`config.mk`:
```
export PLATFORM = sky130hd
export DESIGN_NAME = utf8_string_validator_top
export DESIGN_NICKNAME = d
export VERILOG_FILES = /design/src/rtl/core/utf8sv_pkg.sv /design/src/rtl/core/utf8sv_byte_class.sv /design/src/rtl/core/utf8sv_scan.sv /design/src/rtl/core/utf8_string_validator_top.sv
export VERILOG_INCLUDE_DIRS = /design/src /design/src/rtl/core
export SDC_FILE = /design/constraint.sdc
export NUM_CORES = 1
export LEC_CHECK = 0
export ABC_AREA = 0
export BUFFER_PORTS_ARGS = -buffer_cell sky130_fd_sc_hd__buf_2
export CAP_MARGIN = 20
export CORE_UTILIZATION = 39
export DETAILED_ROUTE_END_ITERATION = 7
export GPL_ROUTABILITY_DRIVEN = 0
export SLEW_MARGIN = 20
export SYNTH_ARGS = -nofsm -noshare
export SYNTH_HDL_FRONTEND = slang
export SYNTH_SLANG_ARGS = --single-unit
```
`constraint.sdc`:
```
create_clock -name clk -period 2.2 [get_ports clk]
set_clock_uncertainty 0.2 [all_clocks]
set_input_delay 0.44 -clock clk [delete_from_list [all_inputs] [get_ports clk]]
set_output_delay 0.44 -clock clk [all_outputs]
set_load 0.05 [all_outputs]
```
`src/rtl/core/utf8_string_validator_top_macros.svh`:
```
// Assertion macros used by utf8sv_scan of the UTF-8 string validator.
// Depends on nothing; each macro expects clk and rst_n in scope.
`ifndef UTF8_STRING_VALIDATOR_TOP_MACROS_SVH
`define UTF8_STRING_VALIDATOR_TOP_MACROS_SVH

// The consequent must hold in the same cycle as the antecedent.
`define UTF8SV_ASSERT_SAME(label, ante, cons, msg) \
    label: assert property (@(posedge clk) disable iff (!rst_n) (ante) |-> (cons)) \
        else $error(msg);

// The consequent must hold in the cycle after the antecedent.
`define UTF8SV_ASSERT_NEXT(label, ante, cons, msg) \
    label: assert property (@(posedge clk) disable iff (!rst_n) (ante) |=> (cons)) \
        else $error(msg);

`endif

```
`src/rtl/core/utf8sv_pkg.sv`:
```
// Shared types and constants of the UTF-8 string validator.
// Depends on nothing; used by every module of the block.
package utf8sv_pkg;

    // Widths of the result fields and the default counter width.
    localparam int TOTAL_BITS         = 16;
    localparam int COUNT_BITS_DEFAULT = 16;

    // Byte values and masks used to classify a byte.
    localparam logic [7:0] BYTE_TERM    = 8'h00;
    localparam logic [7:0] BYTE_C0      = 8'hC0;
    localparam logic [7:0] BYTE_C1      = 8'hC1;
    localparam logic [7:0] BYTE_F5      = 8'hF5;
    localparam logic [7:0] BYTE_FF      = 8'hFF;
    localparam logic [7:0] MASK_80      = 8'h80;
    localparam logic [7:0] MASK_E0      = 8'hE0;
    localparam logic [7:0] MASK_F0      = 8'hF0;
    localparam logic [7:0] MASK_F8      = 8'hF8;
    localparam logic [7:0] LEAD_2       = 8'hC0;
    localparam logic [7:0] LEAD_3       = 8'hE0;
    localparam logic [7:0] LEAD_4       = 8'hF0;

    // Upper nibbles of lead bytes that start multi-byte sequences.
    localparam logic [3:0] NIB_C        = 4'hC;
    localparam logic [3:0] NIB_D        = 4'hD;
    localparam logic [3:0] NIB_E        = 4'hE;
    localparam logic [3:0] NIB_F        = 4'hF;

    // Continuation counts that a lead byte announces.
    localparam logic [1:0] EXTRA_NONE   = 2'd0;
    localparam logic [1:0] EXTRA_ONE    = 2'd1;
    localparam logic [1:0] EXTRA_TWO    = 2'd2;
    localparam logic [1:0] EXTRA_THREE  = 2'd3;

    // Classification of one string byte.
    typedef struct packed {
        logic       is_term;
        logic       illegal;
        logic       is_lead;
        logic [1:0] extra;
    } byte_class_t;

endpackage

```
`src/rtl/core/utf8sv_byte_class.sv`:
```
// Combinational classifier for one string byte.
// Depends on utf8sv_pkg for the byte constants and byte_class_t.
module utf8sv_byte_class
    import utf8sv_pkg::*;
(
    input  logic [7:0]  data_byte,
    output byte_class_t byte_class
);

    always_comb
    begin
        // Terminator and illegal bytes.
        byte_class.is_term = (data_byte == BYTE_TERM);
        byte_class.illegal = data_byte inside {BYTE_C0, BYTE_C1, [BYTE_F5:BYTE_FF]};

        // A lead byte is ASCII or one of the multi-byte lead patterns.
        byte_class.is_lead = ((data_byte & MASK_80) == 8'h00)
                          || ((data_byte & MASK_E0) == LEAD_2)
                          || ((data_byte & MASK_F0) == LEAD_3)
                          || ((data_byte & MASK_F8) == LEAD_4);

        // The upper nibble sets the number of continuation bytes.
        case (data_byte[7:4])
            NIB_F:   byte_class.extra = EXTRA_THREE;
            NIB_E:   byte_class.extra = EXTRA_TWO;
            NIB_C,
            NIB_D:   byte_class.extra = EXTRA_ONE;
            default: byte_class.extra = EXTRA_NONE;
        endcase
    end

endmodule

```
`src/rtl/core/utf8sv_scan.sv`:
```
// String scan state and result register of the UTF-8 string validator.
// Depends on utf8sv_pkg and the assertion macros header.
`include "utf8_string_validator_top_macros.svh"

module utf8sv_scan
    import utf8sv_pkg::*;
#(
    parameter int COUNT_BITS = COUNT_BITS_DEFAULT
)
(
    input  logic                  clk,
    input  logic                  rst_n,
    input  logic                  item_valid,
    input  byte_class_t           byte_class,
    output logic                  item_advance,
    output logic                  out_valid,
    input  logic                  out_stall,
    output logic                  string_ok,
    output logic [TOTAL_BITS-1:0] code_point_total
);

    localparam logic [COUNT_BITS-1:0] COUNT_MAX = {COUNT_BITS{1'b1}};

    logic [1:0]            cont_reg;
    logic [1:0]            cont_next;
    logic                  err_reg;
    logic                  err_next;
    logic [COUNT_BITS-1:0] cnt_reg;
    logic [COUNT_BITS-1:0] cnt_next;
    logic                  out_valid_reg;
    logic                  out_valid_next;
    logic                  ok_reg;
    logic                  ok_next;
    logic [TOTAL_BITS-1:0] total_reg;
    logic [TOTAL_BITS-1:0] total_next;
    logic [TOTAL_BITS-1:0] cnt_clamped;
    logic                  term_advance;

    // A terminator waits while an earlier result is still held.
    assign item_advance = item_valid
                       && !(byte_class.is_term && out_valid_reg && out_stall);
    assign term_advance = item_advance && byte_class.is_term;

    // Clamp the counter to the result field width.
    generate
        if (COUNT_BITS > TOTAL_BITS)
        begin : g_clamp_wide
            assign cnt_clamped = (|cnt_reg[COUNT_BITS-1:TOTAL_BITS])
                               ? {TOTAL_BITS{1'b1}} : cnt_reg[TOTAL_BITS-1:0];
        end
        else
        begin : g_clamp_narrow
            assign cnt_clamped = TOTAL_BITS'(cnt_reg);
        end
    endgenerate

    // Per-byte update of the scan state.
    always_comb
    begin
        cont_next = cont_reg;
        err_next  = err_reg;
        cnt_next  = cnt_reg;
        if (item_advance)
        begin
            if (byte_class.is_term)
            begin
                cont_next = EXTRA_NONE;
                err_next  = 1'b0;
                cnt_next  = '0;
            end
            else if (!err_reg)
            begin
                if (byte_class.illegal)
                begin
                    err_next = 1'b1;
                end
                else if (cont_reg != EXTRA_NONE)
                begin
                    if (byte_class.is_lead)
                    begin
                        err_next = 1'b1;
                    end
                    else
                    begin
                        cont_next = cont_reg - 2'd1;
                    end
                end
                else if (!byte_class.is_lead)
                begin
                    err_next = 1'b1;
                end
                else
                begin
                    if (cnt_reg != COUNT_MAX)
                    begin
                        cnt_next = cnt_reg + 1'b1;
                    end
                    cont_next = byte_class.extra;
                end
            end
        end
    end

    // Result register, loaded on a terminator and held while stalled.
    always_comb
    begin
        out_valid_next = out_valid_reg && out_stall;
        ok_next        = ok_reg;
        total_next     = total_reg;
        if (term_advance)
        begin
            out_valid_next = 1'b1;
            ok_next        = !err_reg && (cont_reg == EXTRA_NONE);
            total_next     = ok_next ? cnt_clamped : '0;
        end
    end

    // Control state is reset; the result payload is not.
    always_ff @(posedge clk or negedge rst_n)
    begin
        if (!rst_n)
        begin
            cont_reg      <= EXTRA_NONE;
            err_reg       <= 1'b0;
            cnt_reg       <= '0;
            out_valid_reg <= 1'b0;
        end
        else
        begin
            cont_reg      <= cont_next;
            err_reg       <= err_next;
            cnt_reg       <= cnt_next;
            out_valid_reg <= out_valid_next;
        end
    end

    always_ff @(posedge clk)
    begin
        ok_reg    <= ok_next;
        total_reg <= total_next;
    end

    assign out_valid        = out_valid_reg;
    assign string_ok        = ok_reg;
    assign code_point_total = total_reg;

    // Checks on the scan state and the result.
    `UTF8SV_ASSERT_SAME(a_bad_total_zero, out_valid_reg && !ok_reg, total_reg == '0,
        "Invalid string reported a nonzero count")
    `UTF8SV_ASSERT_NEXT(a_term_clears, term_advance,
        cont_reg == EXTRA_NONE && !err_reg && cnt_reg == '0,
        "Scan state not cleared after a terminator")
    `UTF8SV_ASSERT_NEXT(a_count_monotonic, !term_advance, cnt_reg >= $past(cnt_reg),
        "Code point counter decreased within a string")
    `UTF8SV_ASSERT_SAME(a_no_overwrite, out_valid_reg && out_stall, !term_advance,
        "Held result overwritten by a new terminator")

endmodule

```
`src/rtl/core/utf8_string_validator_top.sv`:
```
// UTF-8 string validator: one byte per cycle unless a terminator waits, one result per terminator.
// A terminator passes the input register and then the result register before its result is valid.
// Throughput: one byte per cycle; a terminator waits only while a result is held.
// Reset: rst_n is asynchronous, active low, and clears the scan state and valids.
// Depends on utf8sv_pkg, utf8sv_byte_class and utf8sv_scan.
module utf8_string_validator_top
    import utf8sv_pkg::*;
#(
    parameter int COUNT_BITS = COUNT_BITS_DEFAULT
)
(
    input  logic                  clk,
    input  logic                  rst_n,
    input  logic                  in_valid,
    output logic                  in_stall,
    input  logic [7:0]            data_byte,
    output logic                  out_valid,
    input  logic                  out_stall,
    output logic                  string_ok,
    output logic [TOTAL_BITS-1:0] code_point_total
);

    logic        in_valid_reg;
    logic        in_valid_next;
    logic [7:0]  byte_reg;
    logic [7:0]  byte_next;
    logic        item_advance;
    byte_class_t byte_class;

    // The input register refills whenever its item moves on.
    assign in_stall = in_valid_reg && !item_advance;

    always_comb
    begin
        in_valid_next = in_valid_reg && !item_advance;
        byte_next     = byte_reg;
        if (in_valid && !in_stall)
        begin
            in_valid_next = 1'b1;
            byte_next     = data_byte;
        end
    end

    always_ff @(posedge clk or negedge rst_n)
    begin
        if (!rst_n)
        begin
            in_valid_reg <= 1'b0;
        end
        else
        begin
            in_valid_reg <= in_valid_next;
        end
    end

    always_ff @(posedge clk)
    begin
        byte_reg <= byte_next;
    end

    // Classify the registered byte.
    utf8sv_byte_class u_byte_class (
        .data_byte  (byte_reg),
        .byte_class (byte_class)
    );

    // Scan state and result register.
    utf8sv_scan #(
        .COUNT_BITS (COUNT_BITS)
    ) u_scan (
        .clk              (clk),
        .rst_n            (rst_n),
        .item_valid       (in_valid_reg),
        .byte_class       (byte_class),
        .item_advance     (item_advance),
        .out_valid        (out_valid),
        .out_stall        (out_stall),
        .string_ok        (string_ok),
        .code_point_total (code_point_total)
    );

endmodule

```
==> flow_metrics.env, run 1 <==
export IMPL_synth_edf_count=25
export IMPL_dr_pass1_iters=4
export IMPL_grt_max_degree=22
export IMPL_die_width_um=77.8
export IMPL_syn_avg_cell_area_um2=11.4
export IMPL_cp_start_kind="flop"
export IMPL_fin_cells=349
export IMPL_crit_chain="or4_4, nor3_4, and2_4, buf_8"
export IMPL_max_stage_delay_ns=0.57
export IMPL_synth_area_leaders="edfxtp_1 (34%), dfrtp_1 (23%), and2_1 (3.6%)"
export IMPL_grt_pass1_wl_um=8060
export IMPL_drtIter0Drc=163
export IMPL_port_buffers=30
export IMPL_synth_cell_type_count=53
export IMPL_ys_seq_area_frac=0.570
export IMPL_routed_wl_um=4940
export IMPL_detail_route_wl_per_cell_um=14.1
export IMPL_first_global_vias=1805
export IMPL_relSlewSlack=0.604
export IMPL_grt_ovfl_total=0
export IMPL_fp_coreArea_mm2=0.00551
export IMPL_hold_class="primary input to flop"
export IMPL_yosys_area_top_type="edfxtp_1"
export IMPL_ys_async_sr_fraction=0.457
export IMPL_rows=27
export IMPL_crit_fanout=2
export IMPL_cap_viol_max_count=0
export IMPL_synth_top_cell_area_share=0.335
export IMPL_cts_tree="yes"
export IMPL_yosys_warnings=0
export IMPL_min_to="byte_reg[4]$_DFFE_PP_"
export IMPL_power_per_cell_area_mw_per_mm2=580
export IMPL_die_h_um=77.8
export IMPL_htreeDepth=2
export IMPL_finalSetupViolCount=17
export IMPL_cts_max_path_buffers=2
export IMPL_fin_crit_sh=1.09
export IMPL_clock_latency_ns=0.29
export IMPL_syn_area_mm2=0.00224
export IMPL_drc=0
export IMPL_vias_per_cell=5.34
export IMPL_arrival_ns=1.77
export IMPL_fin_crit_ns=2.41
export IMPL_place_inst=335
export IMPL_setup_ws_ns=-0.208
export IMPL_slowest_stage="or4_4"
export IMPL_ioPinCount=31
export IMPL_start_util=0.406
export IMPL_ys_flop_type="edfxtp_1"
export IMPL_worstHoldStart="data_byte[4]"
export IMPL_clk_pin_slew_ns=0.08
export IMPL_drive_gt1_frac=0.422
export IMPL_grtUsageTotal=0.170
export IMPL_place_hpwl_um=3630
export IMPL_reg2regPathDepth=7
export IMPL_timing_rr_start="byte_reg[3]$_DFFE_PP_"
export IMPL_dieArea_mm2=0.00605
export IMPL_rsz0062_at_grt="yes"
export IMPL_setup_tns_final_ns=-1.23
export IMPL_place_area_mm2=0.00280
export IMPL_hold_path_depth=1
export IMPL_final_util=0.552
export IMPL_synth_most_common_cell="edfxtp_1"
export IMPL_final_area_mm2=0.00304
export IMPL_syn_instance_count=196
export IMPL_diodes=0
export IMPL_synth_nets=209
export IMPL_ys_ff_latch=46
export IMPL_vias=1864
export IMPL_rrSetupSlack_ns=-0.14
export IMPL_hold_viol=0
export IMPL_postRouteAntennaNets=0
export IMPL_fmax_ghz=0.415
export IMPL_areaGrowthSynthToFinish_pct=35.7
export IMPL_synth_commonest_cells="edfxtp_1 (25), dfrtp_1 (21), nand2_1 (21)"
export IMPL_tightest_slew_ns=0.593
export IMPL_cts_root_buf="clkbuf_8"
export IMPL_p_leak_nw=1.38
export IMPL_fillCellCount=497
export IMPL_critPathKind="flop to output port"
export IMPL_violations="setup timing"
export IMPL_status="finished, violations left"
export IMPL_required_ns=1.56
export IMPL_numCtsBuffers=5
export IMPL_cts_sinks=46
export IMPL_slew_violations=0
export IMPL_endpoint_kind="output port"
export IMPL_ir_drop_mv=0.387
export IMPL_layout_nets=289
export IMPL_r2r_end="u_scan.cont_reg[1]$_DFFE_PN0P_"
export IMPL_grt_antenna_before_repair=0
-- through the flow --
stage                     hold WS, ns  setup WS (ns)  total power [mW]
after CTS                       0.111         -0.216              1.76
after global placement          0.250        -0.0385              1.26
after detailed placement        0.254        -0.0491              1.26
final                           0.118         -0.208              1.76
after global routing            0.104         -0.263              1.84
after floorplan               -0.0556         0.0517              1.14
-- cell type report --
class	instances	area, um^2	area share
inverter	10	41.3	0.0136
tap	72	90.1	0.0297
multi-input combinational	133	982	0.323
sequential	46	1280	0.420
timing repair buffer	80	567	0.187
clock buffer	6	72.6	0.0239
clock inverter	2	8.76	0.00288
-- where the power goes --
group | internal, mW | switching, mW
sequential | 0.941 | 0.0219
combinational | 0.138 | 0.168
clock | 0.219 | 0.273
-- timing repair --
item	CTS	global route
cloned	0	0
setup endpoints to repair	8	37
hold endpoints to repair	21	0
resized for setup	8	11
pin swaps	7	6
buffers inserted	3	2
hold buffers	1	0
-- placed cells by master, fill, tap and decap left out, types with 5 or more instances in the layout --
cell / count
a21oi_1: 6
a31oi_1: 5
a31oi_2: 8
and2_1: 12
buf_2: 29
buf_4: 46
clkbuf_8: 5
dfrtp_1: 21
edfxtp_1: 25
inv_1: 9
nand2_1: 21
nand3_1: 6
nor2_1: 12
-- per-layer routing --
metal | vias to the layer above | wire, um | GRT usage
met5 | - | 0 | 0
met4 | 0 | 35 | 0.0472
met3 | 4 | 197 | 0.0329
met2 | 52 | 2680 | 0.327
met1 | 912 | 2020 | 0.188
li1 | 896 | - | -
-- worst max-delay path, delay by kind of cell (launching register included) --
kind          cells  cell delay, ns
flops             1            0.39
buf+inv           1            0.14
simple gates      3            0.95
-- kinds of logic (layout without fill, tap and decap cells) --
group	after synthesis	after routing	synth area share
xor gates and xnor gates	1	1	0.00391
muxes	2	2	0.00950
buffers and inverters	17	98	0.0352
AOI/OAI and AO/OA	47	47	0.174
adders and majority gates	1	1	0.00559
and+or+nand+nor	82	82	0.201
DFF	46	46	0.570
-- worst max-delay path by stage --
stage / startpoint / endpoint / slack, ns
finish: byte_reg[3]$_DFFE_PP_ / in_stall / -0.21
global route: byte_reg[3]$_DFFE_PP_ / in_stall / -0.26
CTS: byte_reg[4]$_DFFE_PP_ / in_stall / -0.22
detailed placement: u_scan.cnt_clamped[0]$_DFFE_PN0P_ / u_scan.cnt_clamped[8]$_DFFE_PN0P_ / -0.05
global placement: byte_reg[3]$_DFFE_PP_ / in_stall / -0.04
floorplan: byte_reg[3]$_DFFE_PP_ / in_stall / 0.05
No activity file was read; power rests on OpenSTA's default activity.
==> run 2, diff against run 1 <==
GPL_TIMING_DRIVEN = 0   (was default)
clock period = 2 ns   (was 2.2 ns; I/O delays follow)
==> run 2 against run 1 <==
Against the previous run:
- the run still ends with setup timing left
- highest routed layer unchanged
- combinational power is 3% lower
- sequential share of layout area is 0.11 points higher
- routed wire length is 0.89% higher
- worst hold slack worse by 0.046 ns
- critical path type unchanged
==> flow_metrics.env, run 2 (synthesized netlist as in run 1, its figures left out) <==
export IMPL_endpoint_kind="output port"
export IMPL_die_h_um=77.8
export IMPL_drtIter0Drc=122
export IMPL_diodes=0
export IMPL_place_hpwl_um=3050
export IMPL_tightest_slew_ns=0.505
export IMPL_vias_per_cell=5.30
export IMPL_pwr_share_seq=0.521
export IMPL_start_util=0.406
export IMPL_dr_pass1_iters=4
export IMPL_setup_ws_ns=-0.392
export IMPL_cp_start_kind="flop"
export IMPL_place_area_mm2=0.00253
export IMPL_rows=27
export IMPL_hold_class="primary input to flop"
export IMPL_fmax_ghz=0.418
export IMPL_top_usage_layer="met2"
export IMPL_die_width_um=77.8
export IMPL_rrSetupSlack_ns=-0.34
export IMPL_grt_util_met3=0.0400
export IMPL_drive_gt1_frac=0.433
export IMPL_worstHoldStart="data_byte[5]"
export IMPL_cts_tree="yes"
export IMPL_internal_power_mw=1.53
export IMPL_fin_cells=333
export IMPL_grt_max_degree=22
export IMPL_dieArea_mm2=0.00605
export IMPL_final_area_mm2=0.00303
export IMPL_reg2regPathDepth=7
export IMPL_mostFrequentLayoutCells="buf_2 (29), edfxtp_1 (25), buf_4 (20), dfrtp_1 (20), nand2_1 (19)"
export IMPL_grt_ovfl_total=0
export IMPL_place_ws_ns=-0.377
export IMPL_drc=0
export IMPL_critPathKind="flop to output port"
export IMPL_clock_latency_ns=0.30
export IMPL_port_buffers=30
export IMPL_areaGrowthSynthToFinish_pct=35.5
export IMPL_numCtsBuffers=5
export IMPL_combinationalPowerShare=0.144
export IMPL_p_sw_frac=0.259
export IMPL_grtUsageTotal=0.170
export IMPL_detail_route_wl_per_cell_um=15.0
export IMPL_cts_max_path_buffers=2
export IMPL_cts_sinks=46
export IMPL_setup_tns_final_ns=-11.81
export IMPL_hold_viol=0
export IMPL_final_util=0.551
export IMPL_timing_hold_ws_ns=0.0720
export IMPL_slew_violations=0
export IMPL_layout_cells_most_common="buf_2"
export IMPL_fin_crit_sh=1.20
export IMPL_min_to="byte_reg[5]$_DFFE_PP_"
export IMPL_violations="setup timing"
export IMPL_grt_pass1_wl_um=7790
export IMPL_first_global_vias=1654
export IMPL_rsz0062_at_grt="yes"
export IMPL_timing_rr_start="byte_reg[1]$_DFFE_PP_"
export IMPL_grt_antenna_before_repair=0
export IMPL_ioPinCount=31
export IMPL_cap_viol_max_count=0
export IMPL_p_sw_uw=535
export IMPL_arrival_ns=1.79
export IMPL_hold_path_depth=1
export IMPL_status="finished, violations left"
export IMPL_finalSetupViolCount=38
export IMPL_fin_total_pwr_mw=2.07
export IMPL_cts_root_buf="clkbuf_8"
export IMPL_crit_fanout=3
export IMPL_vias=1765
export IMPL_gr_usage_met2=0.307
export IMPL_htreeDepth=2
export IMPL_startpoint="byte_reg[3]$_DFFE_PP_"
export IMPL_relSlewSlack=0.663
export IMPL_power_per_cell_area_mw_per_mm2=681
export IMPL_use_met1=0.189
export IMPL_fin_crit_ns=2.39
export IMPL_postRouteAntennaNets=0
export IMPL_clkPwrFrac=0.335
export IMPL_routed_wl_um=4980
export IMPL_place_inst=298
export IMPL_clk_pin_slew_ns=0.08
export IMPL_p_leak_nw=1.34
export IMPL_fp_coreArea_mm2=0.00551
export IMPL_r2r_end="u_scan.string_ok$_DFFE_PP_"
export IMPL_required_ns=1.40
export IMPL_ir_drop_mv=0.362
export IMPL_layout_nets=273
[run 2: changes by cell type in the layout (fill, tap and decap cells not counted), sizes merged]
cell,previous run,this run
bufinv,0,1
buf,79,58
clkbuf,6,10
[run 2: worst max path at each step]
stage	slack, ns	depth (start not counted)	end
floorplan	-0.09	4	u_scan.code_point_total[0]$_SDFFCE_PN0P_
global placement	-0.34	4	u_scan.code_point_total[10]$_SDFFCE_PN0P_
detailed placement	-0.38	4	u_scan.code_point_total[13]$_SDFFCE_PN0P_
CTS	-0.43	4	in_stall
global route	-0.45	4	in_stall
finish	-0.39	4	in_stall
[run 2: critical path, cell delays in order (launching register included)]
cell,delay (ns)
edfxtp_1,0.40
or4_4,0.56
nor3_4,0.21
and2_4,0.19
buf_8,0.14
[run 2: metal layers]
layer / vias up / part of all wire
met5: - / 0
met4: 0 / 0.024
met3: 13 / 0.040
met2: 45 / 0.52
met1: 836 / 0.42
li1: 871 / -
[run 2: area by class of cell]
cell class | count | area, um^2
Timing Repair Buffer | 57 | 418
Inverter | 10 | 41.3
Fill cell | 496 | 2470
Multi-Input combinational cell | 133 | 1040
Clock buffer | 5 | 68.8
Clock inverter | 3 | 40.0
Sequential cell | 46 | 1280
Tap cell | 72 | 90.1
Buffer | 7 | 60.1
[run 2: timing repair]
action	4_1_cts	5_1_grt
setup buffers	16	8
gates cloned	1	1
endpoints found under the setup margin	37	38
gates resized for setup	18	19
pin swaps	11	4
hold buffers	1	0
endpoints found under the hold margin	21	0
[run 2: power groups by stage]
| stage | registers (mW) | clock network [mW] | logic, mW |
|---|---|---|---|
| global route | 1.08 | 0.745 | 0.324 |
| CTS | 1.07 | 0.706 | 0.271 |
| finish | 1.08 | 0.692 | 0.298 |
| global placement | 1.10 | 0 | 0.235 |
| detailed placement | 1.10 | 0 | 0.238 |
| floorplan | 1.09 | 0 | 0.182 |
